<file path="src/hdl/bdd_pkg.sv">
// shared widths, codes and request/response types of the derivative unit
`timescale 1ns / 1ps
package bdd_pkg;

  localparam int SAMPLE_BITS = 32;
  localparam int FRAC_BITS   = 16;
  localparam int STEP_W      = 32;
  localparam int OUT_W       = 32;
  localparam int CFG_W       = 32;

  // x0 - 4*x1 + 3*x2 needs three extra bits plus sign headroom
  localparam int NUM_W       = SAMPLE_BITS + 4;
  // divisor is 2*dt at most
  localparam int DEN_W       = STEP_W + 1;
  localparam int DIVD_RAW    = NUM_W + FRAC_BITS;
  localparam int DIVD_W      = (DIVD_RAW > OUT_W) ? DIVD_RAW : OUT_W + 1;
  localparam int HI_W        = DIVD_W - OUT_W;
  localparam int CNT_W       = $clog2(OUT_W);

  localparam int IN_DATA_W   = ((SAMPLE_BITS + STEP_W + 7) / 8) * 8;

  // start phase codes
  localparam logic [1:0] PH_STEADY = 2'd0;
  localparam logic [1:0] PH_SECOND = 2'd1;
  localparam logic [1:0] PH_FIRST  = 2'd2;

  typedef struct packed {
    logic                    start;
    logic signed [NUM_W-1:0] num;
    logic [DEN_W-1:0]        den;
  } div_req_t;

  typedef struct packed {
    logic             done;
    logic [OUT_W-1:0] quo;
    logic             sat;
  } div_rsp_t;

endpackage

</file>
<file path="src/hdl/bdd_div.sv">
// iterative restoring divider with fixed-point scaling and saturation
`timescale 1ns / 1ps
module bdd_div (
  input  logic              clk,
  input  logic              rst_n,
  input  bdd_pkg::div_req_t req,
  output bdd_pkg::div_rsp_t rsp
);
  import bdd_pkg::*;

  localparam int REM_W = DEN_W + 1;

  localparam logic [1:0] DV_IDLE = 2'd0;
  localparam logic [1:0] DV_CHK  = 2'd1;
  localparam logic [1:0] DV_RUN  = 2'd2;
  localparam logic [1:0] DV_FIN  = 2'd3;

  logic [1:0]        st_r, st_nxt;
  logic [DIVD_W-1:0] dvd_r;
  logic [DEN_W-1:0]  den_r;
  logic [DEN_W-1:0]  rem_r;
  logic [OUT_W-1:0]  quo_r;
  logic [CNT_W-1:0]  cnt_r;
  logic              neg_r;
  logic              ovf_r;

  logic [NUM_W-1:0]  mag;
  logic [REM_W-1:0]  opa;
  logic [REM_W:0]    diff;
  logic              ge;
  logic [OUT_W-1:0]  lim;
  logic              sat;
  logic [OUT_W-1:0]  qsat;

  assign mag = req.num[NUM_W-1] ? NUM_W'(-req.num) : NUM_W'(req.num);

  // the one shared subtractor: overflow check first, then one quotient bit a cycle
  always_comb begin
    if (st_r == DV_CHK) begin
      opa = REM_W'(dvd_r[DIVD_W-1 -: HI_W]);
    end else begin
      opa = {rem_r, dvd_r[OUT_W-1]};
    end
  end

  assign diff = {1'b0, opa} - {2'b00, den_r};
  assign ge   = ~diff[REM_W];

  assign lim  = neg_r ? {1'b1, {(OUT_W-1){1'b0}}} : {1'b0, {(OUT_W-1){1'b1}}};
  assign sat  = ovf_r | (quo_r > lim);
  assign qsat = sat ? lim : quo_r;

  assign rsp.done = (st_r == DV_FIN);
  assign rsp.quo  = neg_r ? OUT_W'(-qsat) : qsat;
  assign rsp.sat  = sat;

  always_comb begin
    st_nxt = st_r;
    unique case (st_r)
      DV_IDLE: if (req.start) st_nxt = DV_CHK;
      DV_CHK:  st_nxt = ge ? DV_FIN : DV_RUN;
      DV_RUN:  if (cnt_r == CNT_W'(OUT_W - 1)) st_nxt = DV_FIN;
      DV_FIN:  st_nxt = DV_IDLE;
      default: st_nxt = DV_IDLE;
    endcase
  end

  always_ff @(posedge clk) begin
    if (!rst_n) begin
      st_r <= DV_IDLE;
    end else begin
      st_r <= st_nxt;
    end
  end

  always_ff @(posedge clk) begin
    case (st_r)
      DV_IDLE: begin
        if (req.start) begin
          dvd_r <= DIVD_W'(mag) << FRAC_BITS;
          den_r <= req.den;
          neg_r <= req.num[NUM_W-1];
          ovf_r <= 1'b0;
          cnt_r <= '0;
          quo_r <= '0;
        end
      end
      DV_CHK: begin
        // quotient of 2^OUT_W or more is clipped without iterating
        ovf_r <= ge;
        rem_r <= opa[DEN_W-1:0];
      end
      DV_RUN: begin
        rem_r <= ge ? diff[DEN_W-1:0] : opa[DEN_W-1:0];
        quo_r <= {quo_r[OUT_W-2:0], ge};
        dvd_r <= dvd_r << 1;
        cnt_r <= cnt_r + 1'b1;
      end
      default: begin
      end
    endcase
  end

endmodule

</file>
<file path="src/hdl/backward_difference_derivative_unit.sv">
// top level: sample history, start phase, numerator forming and result register
`timescale 1ns / 1ps
// a restart item's result (the initial value) is loaded into the result register on its
// input transfer; a derivative item goes through load, the overflow check and the quotient
// iterations of the shared divider, the iterations skipped when the check clips the quotient,
// then into the result register; either result then moves to the output register once it is
// free, and the next item is taken only after that, so one item is in flight at a time.
// reset (rst_n low, synchronous) clears history, start phase and initial value.
module backward_difference_derivative_unit (
  input  logic                           clk,
  input  logic                           rst_n,
  // config write: initial_value
  input  logic                           cfg_valid,
  output logic                           cfg_ready,
  input  logic [bdd_pkg::CFG_W-1:0]      cfg_data,
  // in_tdata: sample [31:0], step [63:32]
  input  logic                           in_tvalid,
  output logic                           in_tready,
  input  logic [bdd_pkg::IN_DATA_W-1:0]  in_tdata,
  // out_tdata: derivative [31:0]
  output logic                           out_tvalid,
  input  logic                           out_tready,
  output logic [bdd_pkg::OUT_W-1:0]      out_tdata,
  // out_tuser: saturated [0]
  output logic                           out_tuser
);
  import bdd_pkg::*;

  localparam logic [1:0] ST_IDLE = 2'd0;
  localparam logic [1:0] ST_DIV  = 2'd1;
  localparam logic [1:0] ST_OUT  = 2'd2;

  logic [1:0]                    st_r, st_nxt;
  logic [1:0]                    phase_r;
  logic signed [SAMPLE_BITS-1:0] x0_r, x1_r, x2_r;
  logic [CFG_W-1:0]              init_r;
  logic [OUT_W-1:0]              res_r;
  logic                          res_sat_r;
  logic                          out_valid_r;
  logic [OUT_W-1:0]              out_data_r;
  logic                          out_sat_r;

  logic signed [SAMPLE_BITS-1:0] x;
  logic [STEP_W-1:0]             step;
  logic                          acc;
  logic                          restart;
  logic signed [NUM_W-1:0]       a0, a1, a2;
  div_req_t                      dreq;
  div_rsp_t                      drsp;
  logic                          out_free;

  assign x         = in_tdata[SAMPLE_BITS-1:0];
  assign step      = in_tdata[SAMPLE_BITS +: STEP_W];
  assign in_tready = (st_r == ST_IDLE);
  assign acc       = in_tvalid & in_tready;
  assign restart   = (step == '0);
  assign cfg_ready = 1'b1;
  assign out_free  = ~out_valid_r | out_tready;

  assign out_tvalid = out_valid_r;
  assign out_tdata  = out_data_r;
  assign out_tuser  = out_sat_r;

  // numerator operands: oldest, middle, newest after this item's history update
  always_comb begin
    if (phase_r == PH_SECOND) begin
      a0 = NUM_W'(x0_r);
      a1 = NUM_W'(x1_r);
    end else begin
      a0 = NUM_W'(x1_r);
      a1 = NUM_W'(x2_r);
    end
    a2 = NUM_W'(x);
  end

  always_comb begin
    dreq.start = acc & ~restart;
    if (phase_r == PH_FIRST) begin
      dreq.num = NUM_W'(x) - NUM_W'(x0_r);
      dreq.den = {1'b0, step};
    end else begin
      dreq.num = a0 - (a1 <<< 2) + a2 + (a2 <<< 1);
      dreq.den = {step, 1'b0};
    end
  end

  bdd_div u_div (
    .clk   (clk),
    .rst_n (rst_n),
    .req   (dreq),
    .rsp   (drsp)
  );

  always_comb begin
    st_nxt = st_r;
    unique case (st_r)
      ST_IDLE: if (acc) st_nxt = restart ? ST_OUT : ST_DIV;
      ST_DIV:  if (drsp.done) st_nxt = ST_OUT;
      ST_OUT:  if (out_free) st_nxt = ST_IDLE;
      default: st_nxt = ST_IDLE;
    endcase
  end

  always_ff @(posedge clk) begin
    if (!rst_n) begin
      st_r        <= ST_IDLE;
      phase_r     <= PH_STEADY;
      x0_r        <= '0;
      x1_r        <= '0;
      x2_r        <= '0;
      init_r      <= '0;
      out_valid_r <= 1'b0;
    end else begin
      st_r <= st_nxt;
      if (cfg_valid) begin
        init_r <= cfg_data;
      end
      if (acc) begin
        if (restart) begin
          x0_r    <= x;
          phase_r <= PH_FIRST;
        end else if (phase_r == PH_FIRST) begin
          x1_r    <= x;
          phase_r <= PH_SECOND;
        end else if (phase_r == PH_SECOND) begin
          x2_r    <= x;
          phase_r <= PH_STEADY;
        end else begin
          x0_r    <= x1_r;
          x1_r    <= x2_r;
          x2_r    <= x;
          phase_r <= PH_STEADY;
        end
      end
      if (st_r == ST_OUT && out_free) begin
        out_valid_r <= 1'b1;
      end else if (out_tready) begin
        out_valid_r <= 1'b0;
      end
    end
  end

  always_ff @(posedge clk) begin
    if (acc && restart) begin
      res_r     <= init_r;
      res_sat_r <= 1'b0;
    end else if (st_r == ST_DIV && drsp.done) begin
      res_r     <= drsp.quo;
      res_sat_r <= drsp.sat;
    end
    // result transfer into the output register
    if (st_r == ST_OUT && out_free) begin
      out_data_r <= res_r;
      out_sat_r  <= res_sat_r;
    end
  end

endmodule

</file>
<file path="config.mk">
export PLATFORM = sky130hd
export DESIGN_NAME = backward_difference_derivative_unit
export DESIGN_NICKNAME = d
export VERILOG_FILES = /design/src/hdl/bdd_pkg.sv /design/src/hdl/bdd_div.sv /design/src/hdl/backward_difference_derivative_unit.sv
export SDC_FILE = /design/constraint.sdc
export NUM_CORES = 1
export LEC_CHECK = 0
export ABC_AREA = 0
export BUFFER_PORTS_ARGS = -buffer_cell sky130_fd_sc_hd__buf_2
export CAP_MARGIN = 25
export CORE_MARGIN = 8
export CORE_UTILIZATION = 41
export DETAILED_ROUTE_END_ITERATION = 12
export PLACE_DENSITY = 0.6
export RECOVER_POWER = 25
export SLEW_MARGIN = 40
export SYNTH_ARGS = -nofsm -noshare
export SYNTH_HDL_FRONTEND = slang
export SYNTH_HIERARCHICAL = 1
export SYNTH_SLANG_ARGS = --single-unit
</file>
<file path="constraint.sdc">
create_clock -name clk -period 9.6 [get_ports clk]
set_input_delay 0.48 -clock clk [delete_from_list [all_inputs] [get_ports clk]]
set_output_delay 0.48 -clock clk [all_outputs]
set_load 0.01 [all_outputs]
</file>
==> results of run 1 <==
-- per-stage QoR --
step                      hold slack [ns]  utilization [%]  area [µm²]  setup WS [ns]  std cells
final                               0.165             46.0       27600           2.49       3544
after CTS                           0.126             46.0       27600           2.18       3541
after global routing                0.140             46.0       27600           2.13       3543
after detailed placement            0.405             43.6       26100           2.21       3466
after global placement              0.404             43.5       26100           2.30       3466
after floorplan                     0.400                -       24700           2.71       2656
-- area by class of cell --
class                      instances  area (µm²)
multi-input combinational       1978       14600
clock inverter                    26         375
timing repair buffer             158         865
antenna                            1        2.50
tap                              782         978
fill                            5758       32300
sequential                       342        8910
inverter                         208         781
clock buffer                      49        1070
-- power by group through the flow --
stage	Sequential [mW]	Clock, mW	Combinational [mW]
after floorplan	2.28	0	3.07
after global placement	2.33	0	3.82
after detailed placement	2.34	0	3.92
after CTS	2.31	1.72	3.95
after global routing	2.35	1.77	4.44
final	2.31	1.67	3.95
-- cell families after synthesis --
logic type | share of synthesized area [%]
AO/OA/AOI/OAI | 18.2
flip-flops | 36.1
multiplexers | 8.97
AND/OR/NAND/NOR | 14.9
XOR/XNOR | 4.04
other | 0.0152
buffers and inverters | 5.24
adder cells (fa/ha/maj) | 12.6
-- final timing paths --
kind | to | slack, ns | cells past startpoint
hold / removal | init_r[28] | 0.16 | 3
hold reg to reg | out_tdata[20] | 0.42 | 0
setup / recovery | u_div/dvd_r[49] | 2.49 | 23
setup reg to reg | u_div/dvd_r[49] | 2.49 | 23
-- critical path: stages, from the launching register on --
cell      delay, ns
dfxtp_1        0.36
nor2b_4        0.38
buf_8          0.25
mux2_2         0.37
fa_1           0.47
fa_1           0.55
inv_1          0.04
ha_1           0.38
and4_4         0.24
and3_1         0.17
a32o_2         0.24
or2_4          0.27
a31oi_4        0.24
o221ai_1       0.18
xor2_1         0.16
nand2_1        0.07
o21ai_0        0.16
or4_1          0.63
or4_1          0.43
or2_1          0.24
or3_1          0.44
o21ai_0        0.25
xor2_1         0.20
o21ai_0        0.09
-- metal layers --
metal	share of wire, %	wire length, µm
met1	45	28400
met2	50	31700
met3	3.6	2320
met4	2.2	1380
met5	0	0
-- sequential cells by signal, indices dropped and copies added, names as in the netlist, 32 cells and up --
signal and flops:
u_div/dvd_r 36, u_div/den_r 33, u_div/rem_r 33, init_r 32
out_tdata 32, res_r 32, u_div/quo_r 32, x0_r 32
x1_r 32, x2_r 32
-- synthesized netlist by cell type (all sizes together) (15+ instances only) --
cell type and count:
a21boi 38, a21o 51, a21oi 156, a31oi 19, and2 34, buf 33, clkbuf 95, dfxtp 136
edfxtp 206, fa 64, ha 146, inv 208, mux2 98, mux2i 111, nand2 368, nand2b 23
nand3 38, nor2 116, nor2b 63, nor3 40, nor4 15, o211a 65, o211ai 45, o21a 21
o21ai 161, o21bai 16, o31ai 20, or3 16, xnor2 52, xor2 62
==> metrics.md, run 1 <==
| Metric | Value |
|---|---|
| Slew headroom | `-121%` |
| Register clock-pin slew on the reported worst setup and hold paths | `0.06 ns` |
| Nets@finish | `between 3000 and 4000` |
| Comb pwr share | `roughly 50%` |
| Largest cells by area after synthesis | `edfxtp_1 25%, dfxtp_1 11%, ha_1 7.4%` |
| DR pass1 iterations | `5` |
| Starting density of the core | `between 40 and 50%` |
| Minimum clock period | `7.11 ns` |
| CTS root buf | `clkbuf_16` |
| HP Class | `primary input to register` |
| Yosys reg bits | `between 300 and 400` |
| Post-DRT Antenna Nets | `0` |
| Setup TNS | `0 ns` |
| Yosys top cell by area | `edfxtp_1` |
| Most frequent cells in the layout | `366 x nand2_1, 207 x inv_1, 206 x edfxtp_1` |
| Height of the die | `261 µm` |
| CTS H-tree depth | `2` |
| Syn_area_per_cell | `about 9.3 µm²` |
| Post-route DRC | `0` |
| Post-cts repair resize count | `0` |
| CP required | `9.90 ns` |
| Pint | `4.71 mW` |
| # rows | `90` |
| Core Region | `approximately 0.06 mm²` |
| Leakage | `~12 nW` |
| Fmax | `about 140 MHz` |
| Seq pwr share | `a little under 30%` |
| Congestion Overflow GR | `0` |
| First DRT Iteration DRCs | `1242` |
| RSZ-0062 raised after global routing | `false` |
| Final setup fails | `0` |
| Vias in the first global route | `between 15000 and 20000` |
| Commonest non-fill, non-tap cell in the layout | `nand2_1` |
| Largest net degree at the start of global routing | `101` |
| Grt peak-use layer | `met2` |
| CTS Buf Count | `between 40 and 50` |
| Maximum buffer depth of the clock tree | `3` |
| Via Count | `19400` |
| Worst-margin pin slew | `approximately 3.3 ns` |
| Run status | `complete, but fails checks` |
| Switching Share | `about 41%` |
| Die width | `between 200 and 300 µm` |
| Worst Setup SP | `phase_r[0]` |
| Yosys cell types | `90` |
| Clock skew | `0.0199 ns` |
| GR Util All Layers | `between 15 and 20%` |
| CP arrival | `between 7 and 8 ns` |
| Critical Path Source Type | `register` |
| Max IR drop VDD | `roughly 0.00013 V` |
| CTS tree | `done` |
| GPL Wtd Cong | `0.880` |
| First-pass GRT wire length | `103000 µm` |
| Max-cap violations | `4` |
| Layout area overhead | `11.6%` |
| Post-Syn Instances | `between 2000 and 3000` |
| Cell Area, Synth | `roughly 0.025 mm²` |
| Cell Pwr Density | `between 200 and 300 mW/mm²` |
| Routed WL per cell | `about 18 µm` |
| Failing checks | `max-capacitance violations, max-slew violations` |
| Initial antenna violation count | `0` |
| TritonCTS Sinks | `between 300 and 400` |
| Die Area | `just under 0.07 mm²` |
| Worst Setup Path Type | `register to register` |
| Total power | `slightly below 8 mW` |
| Post-synthesis sequential area ratio | `a little over a third` |
| Mapped Nets | `~3000` |
| Crit end category | `register` |
| Worst reg2reg startpoint | `phase_r[0]` |
| GRT met1 Usage | `about a quarter` |
| M3 GR Usage | `roughly 2.3%` |
| Share of layout cells above drive strength 1 | `approximately 13%` |
| Critical path peak fanout | `19` |
| Clock share of power | `between 20% and 30%` |
| Worst Hold Launch | `cfg_data[28]` |
| P_sw | `3.21 mW` |
| Synth warnings | `6` |
| Final Hold Viols | `0` |
| I/O Buffers | `about 140` |
| Setup Fix Bufs, Post-CTS | `0` |
| Post-synth ARST share | `0%` |
| Fin. max-slew vios | `209` |
| Top cell type's share of synthesized area | `25.1%` |
| Part of the cycle the worst path needs | `74.1%` |
| Dominant synthesized flop cell | `edfxtp_1` |
| Grt met2 use | `32.3%` |
| I/O pin cnt | `around 140` |
| Clk Latency, worst-skew pair | `a little under 0.6 ns` |
| Detailed placer's ending HPWL | `approximately 46000 µm` |
| Number of synthesized flops with an enable pin | `a little over 200` |
| Wirelength, routed | `about 64000 µm` |
| Vias per cell | `roughly 5.5` |
| Hold bufs inserted after CTS | `0` |
Power figures use the tool's default switching activity.
==> run 2, diff against run 1 <==
--- a/config.mk
+++ b/config.mk
@@ -11,7 +11,7 @@
 export CORE_MARGIN = 8
 export CORE_UTILIZATION = 41
 export DETAILED_ROUTE_END_ITERATION = 12
-export PLACE_DENSITY = 0.6
+export PLACE_DENSITY = 0.62
 export RECOVER_POWER = 25
 export SLEW_MARGIN = 40
 export SYNTH_ARGS = -nofsm -noshare
==> constraint.sdc (replaced) <==
create_clock -name clk -period 5.8 [get_ports clk]
set_input_delay 0.29 -clock clk [delete_from_list [all_inputs] [get_ports clk]]
set_output_delay 0.29 -clock clk [all_outputs]
set_load 0.01 [all_outputs]
==> run 2 against run 1 <==
  * The flow finishes with violations (max-capacitance violations, max-slew violations, negative setup slack)
  * Routed wire length is 6.0% higher
  * Design area is 12% higher
  * First-iteration DRC count is 10% lower
  * Critical path depth stayed put
  * Maximum frequency is 14% higher
  * Global-route usage is 0.84 points higher
  * Combinational power is 110% higher
  * Register-to-register slack worse by 2.9 ns
  * Non-clock buffer count is 304 higher
  * Worst hold slack worse by 0.13 ns
  * Critical endpoint is now u_div/dvd_r[47]
  * Largest cell class unchanged
==> metrics.md, run 2 (synthesis gave the netlist of run 1 again) <==
| Metric | Value |
|---|---|
| Hold WS | `about 0.034 ns` |
| Failing checks | `max-capacitance violations, max-slew violations, negative setup slack` |
| Register clock-pin slew on the reported worst setup and hold paths | `0.06 ns` |
| Final worst slack | `-0.424 ns` |
| Maximum buffer depth of the clock tree | `3` |
| Most frequent cells in the layout | `365 x nand2_1, 206 x buf_4, 206 x edfxtp_1` |
| Fmax | `between 150 and 200 MHz` |
| DR pass1 iterations | `6` |
| Clk Latency, worst-skew pair | `about 0.58 ns` |
| Fin. max-slew vios | `about 170` |
| Part of the cycle the worst path needs | `107%` |
| Nets@finish | `between 3000 and 4000` |
| Routed wire length on met3 | `about 2100 µm` |
| CTS Buf Count | `41` |
| Wirelength, routed | `between 60000 and 70000 µm` |
| Die width | `roughly 260 µm` |
| Largest regs | `u_div/dvd_r (36), u_div/den_r (33), u_div/rem_r (33)` |
| Routed WL per cell | `17.6 µm` |
| First DRT Iteration DRCs | `roughly 1100` |
| Core Region | `~0.060 mm²` |
| Leakage | `~13 nW` |
| Highest metal used | `met4` |
| I/O Buffers | `between 100 and 150` |
| GR Util All Layers | `about a fifth` |
| CP arrival | `6.53 ns` |
| Reg2reg path depth | `23` |
| RSZ-0062 raised after global routing | `true` |
| Detailed placer's ending HPWL | `around 47000 µm` |
| Worst-margin pin slew | `3.97 ns` |
| WL met2 | `about 34000 µm` |
| CP required | `6.11 ns` |
| Run status | `complete, but fails checks` |
| Final Core Density | `just over 50%` |
| Layout area overhead | `24.7%` |
| Post-DRT Antenna Nets | `0` |
| Top reg by flops | `u_div/dvd_r` |
| Worst Setup Path Type | `register to register` |
| TritonCTS Sinks | `between 300 and 400` |
| DP Cell Count | `between 3000 and 4000` |
| Vias in the first global route | `between 20000 and 25000` |
| Crit path to | `u_div/dvd_r[47]` |
| Share of layout cells above drive strength 1 | `between 20% and 30%` |
| Via Count | `between 20000 and 25000` |
| First-pass GRT wire length | `between 100000 and 150000 µm` |
| Initial antenna violation count | `1` |
| Vias per cell | `5.39` |
| GPL Wtd Cong | `between 0.8 and 0.9` |
| Final std cells w/o fill | `between 3000 and 4000` |
| Largest net degree at the start of global routing | `between 90 and 100` |
| Max IR drop VDD | `0.000275 V` |
| Slew headroom | `-165%` |
| Reg-to-Reg End | `u_div/dvd_r[47]` |
| Commonest non-fill, non-tap cell in the layout | `nand2_1` |
| # rows | `90` |
| CTS root buf | `clkbuf_16` |
| CTS tree | `done` |
| Met1 wire length | `just under 30000 µm` |
| I/O pin cnt | `around 140` |
| Worst Setup SP | `phase_r[0]` |
| Number of flip-flops in the largest register | `36` |
| Critical path peak fanout | `5` |
| Total power | `around 15 mW` |
| Placed inst area | `about 0.028 mm²` |
| Setup slack, reg-to-reg | `-0.42 ns` |
| Post-route DRC | `0` |
| Final setup fails | `17` |
| CTS H-tree depth | `2` |
| Starting density of the core | `between 40% and 50%` |
| Worst reg2reg startpoint | `phase_r[0]` |
| Height of the die | `~260 µm` |
| Minimum clock period | `6.22 ns` |
| Congestion Overflow GR | `0` |
| Clock skew | `between 0.015 and 0.02 ns` |
| Final Hold Viols | `0` |
| Crit end category | `register` |
| Critical Path Source Type | `register` |
| Cell Pwr Density | `474 mW/mm²` |
| Setup TNS | `-3.68 ns` |
| Die Area | `between 0.06 and 0.07 mm²` |
| Max-cap violations | `3` |
| Post-route cell area | `between 0.03 and 0.04 mm²` |
| HP Class | `primary input to register` |
| Pre-CTS WS | `-0.500 ns` |
run 2: how the worst min path moves through the flow:
stage / start / endpoint / slack (ns) / cells past startpoint
after detailed placement: res_r[30] / out_tdata[30] / 0.40 / 0
after global placement: res_r[4] / out_tdata[4] / 0.40 / 0
after global routing: cfg_data[8] / init_r[8] / 0.03 / 3
final: cfg_data[8] / init_r[8] / 0.03 / 3
after CTS: in_tdata[44] / u_div/den_r[12] / 0.005 / 3
after floorplan: res_r[0] / out_tdata[0] / 0.40 / 0
run 2: worst max-delay path, stage by stage, from the launching register on:
cell,delay [ns]
dfxtp_2,0.32
nor2b_4,0.20
buf_12,0.16
mux2_4,0.31
fa_1,0.50
fa_1,0.54
inv_2,0.05
ha_4,0.21
nor2b_4,0.12
o31a_1,0.34
o31ai_4,0.22
nand2_2,0.12
a21oi_4,0.17
o21ai_2,0.10
a41o_1,0.21
xnor2_2,0.17
o21ai_2,0.08
or4_4,0.57
or4_4,0.43
or2_4,0.25
or3_4,0.38
o31ai_4,0.24
xor2_1,0.18
o21ai_1,0.07
run 2: area by class of cell:
class,count,area (µm²)
antenna,1,2.50
tap,782,978
clock buffer,59,1160
fill,5481,29100
clock inverter,16,253
inverter,208,781
timing repair buffer,462,3560
multi-input combinational,1978,15100
sequential,342,8910
run 2: power by group:
group | internal, mW | switching [mW] | total [mW]
clock network | 1.59 | 1.07 | 2.67
logic | 3.77 | 4.34 | 8.11
registers | 3.47 | 0.360 | 3.83
total | 8.83 | 5.77 | 14.6
run 2: timing repair:
item,4_1_cts,5_1_grt
resized for setup,46,65
endpoints found under the setup margin,28,35
hold endpoints to repair,78,0
pin swaps,20,40
hold buffers,90,0
buffers inserted,40,7
gates cloned,1,5
run 2: per-layer routing:
layer / vias to the layer above / GRT usage [%]
met3: 105 / 2.11
met2: 360 / 34.5
met1: 10100 / 23.9
met4: 0 / 5.93
li1: 10200 / -
met5: - / 0
==> run 3, diff against run 2 <==
--- a/config.mk
+++ b/config.mk
@@ -11,6 +11,7 @@
 export CORE_MARGIN = 8
 export CORE_UTILIZATION = 41
 export DETAILED_ROUTE_END_ITERATION = 12
+export HOLD_SLACK_MARGIN = 0.08
 export PLACE_DENSITY = 0.62
 export RECOVER_POWER = 25
 export SLEW_MARGIN = 40
==> run 3 against run 2 <==
  * The run still ends with max-capacitance violations, max-slew violations, negative setup slack left
  * Via count up 0.48%
  * Clock power about the same
  * Combinational power about the same
  * Worst hold slack better by 0.081 ns
  * Critical path type unchanged
  * Die area unchanged
  * Flip-flop and latch count unchanged
  * Register-to-register slack about the same
  * Setup slack worse by 0.0051 ns
  * Highest routed layer unchanged
  * Largest power group unchanged
  * Clock-buffer cell count unchanged
  * Cell count up 0.36%
  * Core utilization up 0.23 points
  * Design area up 0.46%
==> metrics.md, run 3 (synthesis gave the netlist of run 1 again) <==
| Metric | Value |
|---|---|
| Largest net degree at the start of global routing | `97` |
| Initial antenna violation count | `1` |
| CTS root buf | `clkbuf_16` |
| Final Core Density | `roughly half` |
| # rows | `90` |
| CTS H-tree depth | `2` |
| Setup TNS | `-3.75 ns` |
| CTS tree | `done` |
| Starting density of the core | `around 40%` |
| Fmax | `between 150 and 200 MHz` |
| Total power | `14.6 mW` |
| Layout area overhead | `25.2%` |
| Delay of the slowest critical-path stage | `~0.58 ns` |
| Top reg by flops | `u_div/dvd_r` |
| Fillers | `roughly 5500` |
| Critical Path Source Type | `register` |
| Reg-to-Reg End | `u_div/dvd_r[47]` |
| RSZ-0062 raised after global routing | `true` |
| I/O pin cnt | `137` |
| Area occupied by multi-input gates | `between 0.015 and 0.02 mm²` |
| Share of layout cells above drive strength 1 | `20.2%` |
| Run status | `complete, but fails checks` |
| Die Area | `between 0.06 and 0.07 mm²` |
| GR Util All Layers | `a little under a fifth` |
| Final setup fails | `17` |
| FF/Latch Area | `about 0.0089 mm²` |
| Crit path to | `u_div/dvd_r[47]` |
| Worst Setup SP | `phase_r[0]` |
| Post-DRT Antenna Nets | `0` |
| Register clock-pin slew on the reported worst setup and hold paths | `roughly 0.060 ns` |
| Maximum buffer depth of the clock tree | `3` |
| Number of flip-flops in the largest register | `36` |
| Worst-margin pin slew | `between 3 and 4 ns` |
| I/O Buffers | `~140` |
| Cell Pwr Density | `between 400 and 500 mW/mm²` |
| Worst path cell trace | `nor2b_4 > buf_12 > mux2_4 > fa_1 > fa_1 > inv_2 > ha_4 > nor2b_4 > o31a_1 > o31ai_4 > nand2_2 > a21oi_4 > o21ai_2 > a41o_1 > xnor2_2 > o21ai_2 > or4_4 > or4_4 > or2_4 > or3_4 > o31ai_4 > xor2_1 > o21ai_1` |
| Leakage | `around 13 nW` |
| First-pass GRT wire length | `between 100000 and 150000 µm` |
| Height of the die | `approximately 260 µm` |
| Final worst slack | `-0.429 ns` |
| CP required | `just over 6 ns` |
| Post-route cell area | `0.0309 mm²` |
| Part of the cycle the worst path needs | `107%` |
| Max-cap violations | `3` |
| Minimum clock period | `6.23 ns` |
| Hold WS | `0.115 ns` |
| Most frequent cells in the layout | `365 x nand2_1, 206 x buf_4, 206 x edfxtp_1` |
| Core Region | `roughly 0.06 mm²` |
| Vias per cell | `roughly 5.4` |
| Failing checks | `max-capacitance violations, max-slew violations, negative setup slack` |
| CP arrival | `about 6.5 ns` |
| DR pass1 iterations | `7` |
| Vias in the first global route | `between 20000 and 25000` |
| First DRT Iteration DRCs | `1124` |
| Largest regs | `u_div/dvd_r (36), u_div/den_r (33), u_div/rem_r (33)` |
| Critical path peak fanout | `5` |
| Routed WL per cell | `between 15 and 20 µm` |
| HP Class | `primary input to register` |
| Final Hold Viols | `0` |
| Worst reg2reg startpoint | `phase_r[0]` |
| Wirelength, routed | `67600 µm` |
| Commonest non-fill, non-tap cell in the layout | `nand2_1` |
| Crit end category | `register` |
| Die width | `between 200 and 300 µm` |
| Slew headroom | `-159%` |
| Clock skew | `0.0159 ns` |
| Setup slack, reg-to-reg | `-0.43 ns` |
| Via Count | `20900` |
| Reg2reg path depth | `23` |
| Clk Latency, worst-skew pair | `between 0.5 and 0.6 ns` |
| Detailed placer's ending HPWL | `approximately 47000 µm` |
| Max IR drop VDD | `approximately 0.00028 V` |
| Placed inst area | `between 0.02 and 0.03 mm²` |
| Fin. max-slew vios | `roughly 170` |
| Nets@finish | `approximately 3400` |
| Worst Setup Path Type | `register to register` |
| CTS Buf Count | `41` |
| Post-route DRC | `0` |
| GPL Wtd Cong | `0.871` |
| Congestion Overflow GR | `0` |
| TritonCTS Sinks | `between 300 and 400` |
| Cell at the slowest stage of the critical path | `or4_4` |
run 3: changes by cell type in the layout (fill, tap and decap cells not counted), sizes merged:
cell	previous run	this run
dlygate4sd3	90	104
run 3: how the worst min path moves through the flow:
stage | from | endpoint | slack, ns | cells after the start
after floorplan | res_r[0] | out_tdata[0] | 0.40 | 0
after global placement | res_r[4] | out_tdata[4] | 0.40 | 0
after detailed placement | res_r[30] | out_tdata[30] | 0.40 | 0
after CTS | in_tdata[5] | x2_r[5] | 0.08 | 4
after global routing | in_tdata[5] | x2_r[5] | 0.12 | 4
final | in_tdata[5] | x2_r[5] | 0.12 | 4
run 3: where the power goes:
group	switching (mW)	internal, mW	leakage, nW	total, mW
Combinational	4.34	3.77	9.60	8.12
Clock	1.07	1.59	0.687	2.67
Sequential	0.360	3.47	3.05	3.83
Total	5.78	8.83	13.3	14.6
run 3: through the flow:
step	setup slack (ns)	std cells
2_1_floorplan	-0.329	2656
3_3_place_gp	-0.394	3627
3_5_place_dp	-0.500	3630
4_1_cts	-0.480	3850
5_1_grt	-0.606	3862
6_report	-0.429	3862
run 3: critical path: cells and delay by family (launching register included):
family / cells / cell delay (ns)
compound gates: 8 / 1.44
mux: 1 / 0.31
fa+ha+maj: 3 / 1.25
flops: 1 / 0.32
buf+inv: 2 / 0.21
simple gates: 7 / 2.09
xor+xnor: 2 / 0.35
run 3: metal layers:
| layer | global-route usage [%] | vias to the layer above | part of all wire [%] |
|---|---|---|---|
| met5 | 0 | - | 0 |
| met4 | 5.75 | 0 | 2.7 |
| met3 | 2.13 | 113 | 3.3 |
| li1 | - | 10200 | - |
| met2 | 34.6 | 422 | 51 |
| met1 | 23.9 | 10100 | 43 |
run 3: final cells by class:
type                       instances  area share [%]
tap                              782            3.17
antenna                            1         0.00810
multi-input combinational       1978            48.9
clock buffer                      59            3.77
timing repair buffer             476            12.0
sequential                       342            28.8
clock inverter                    16           0.818
inverter                         208            2.53
run 3: repair_timing:
action / CTS / global route
hold buffers: 104 / 0
hold endpoints to repair: 89 / 0
buffers inserted: 40 / 7
cloned: 1 / 5
endpoints found under the setup margin: 28 / 35
gates resized for setup: 46 / 65
pin swaps: 20 / 40
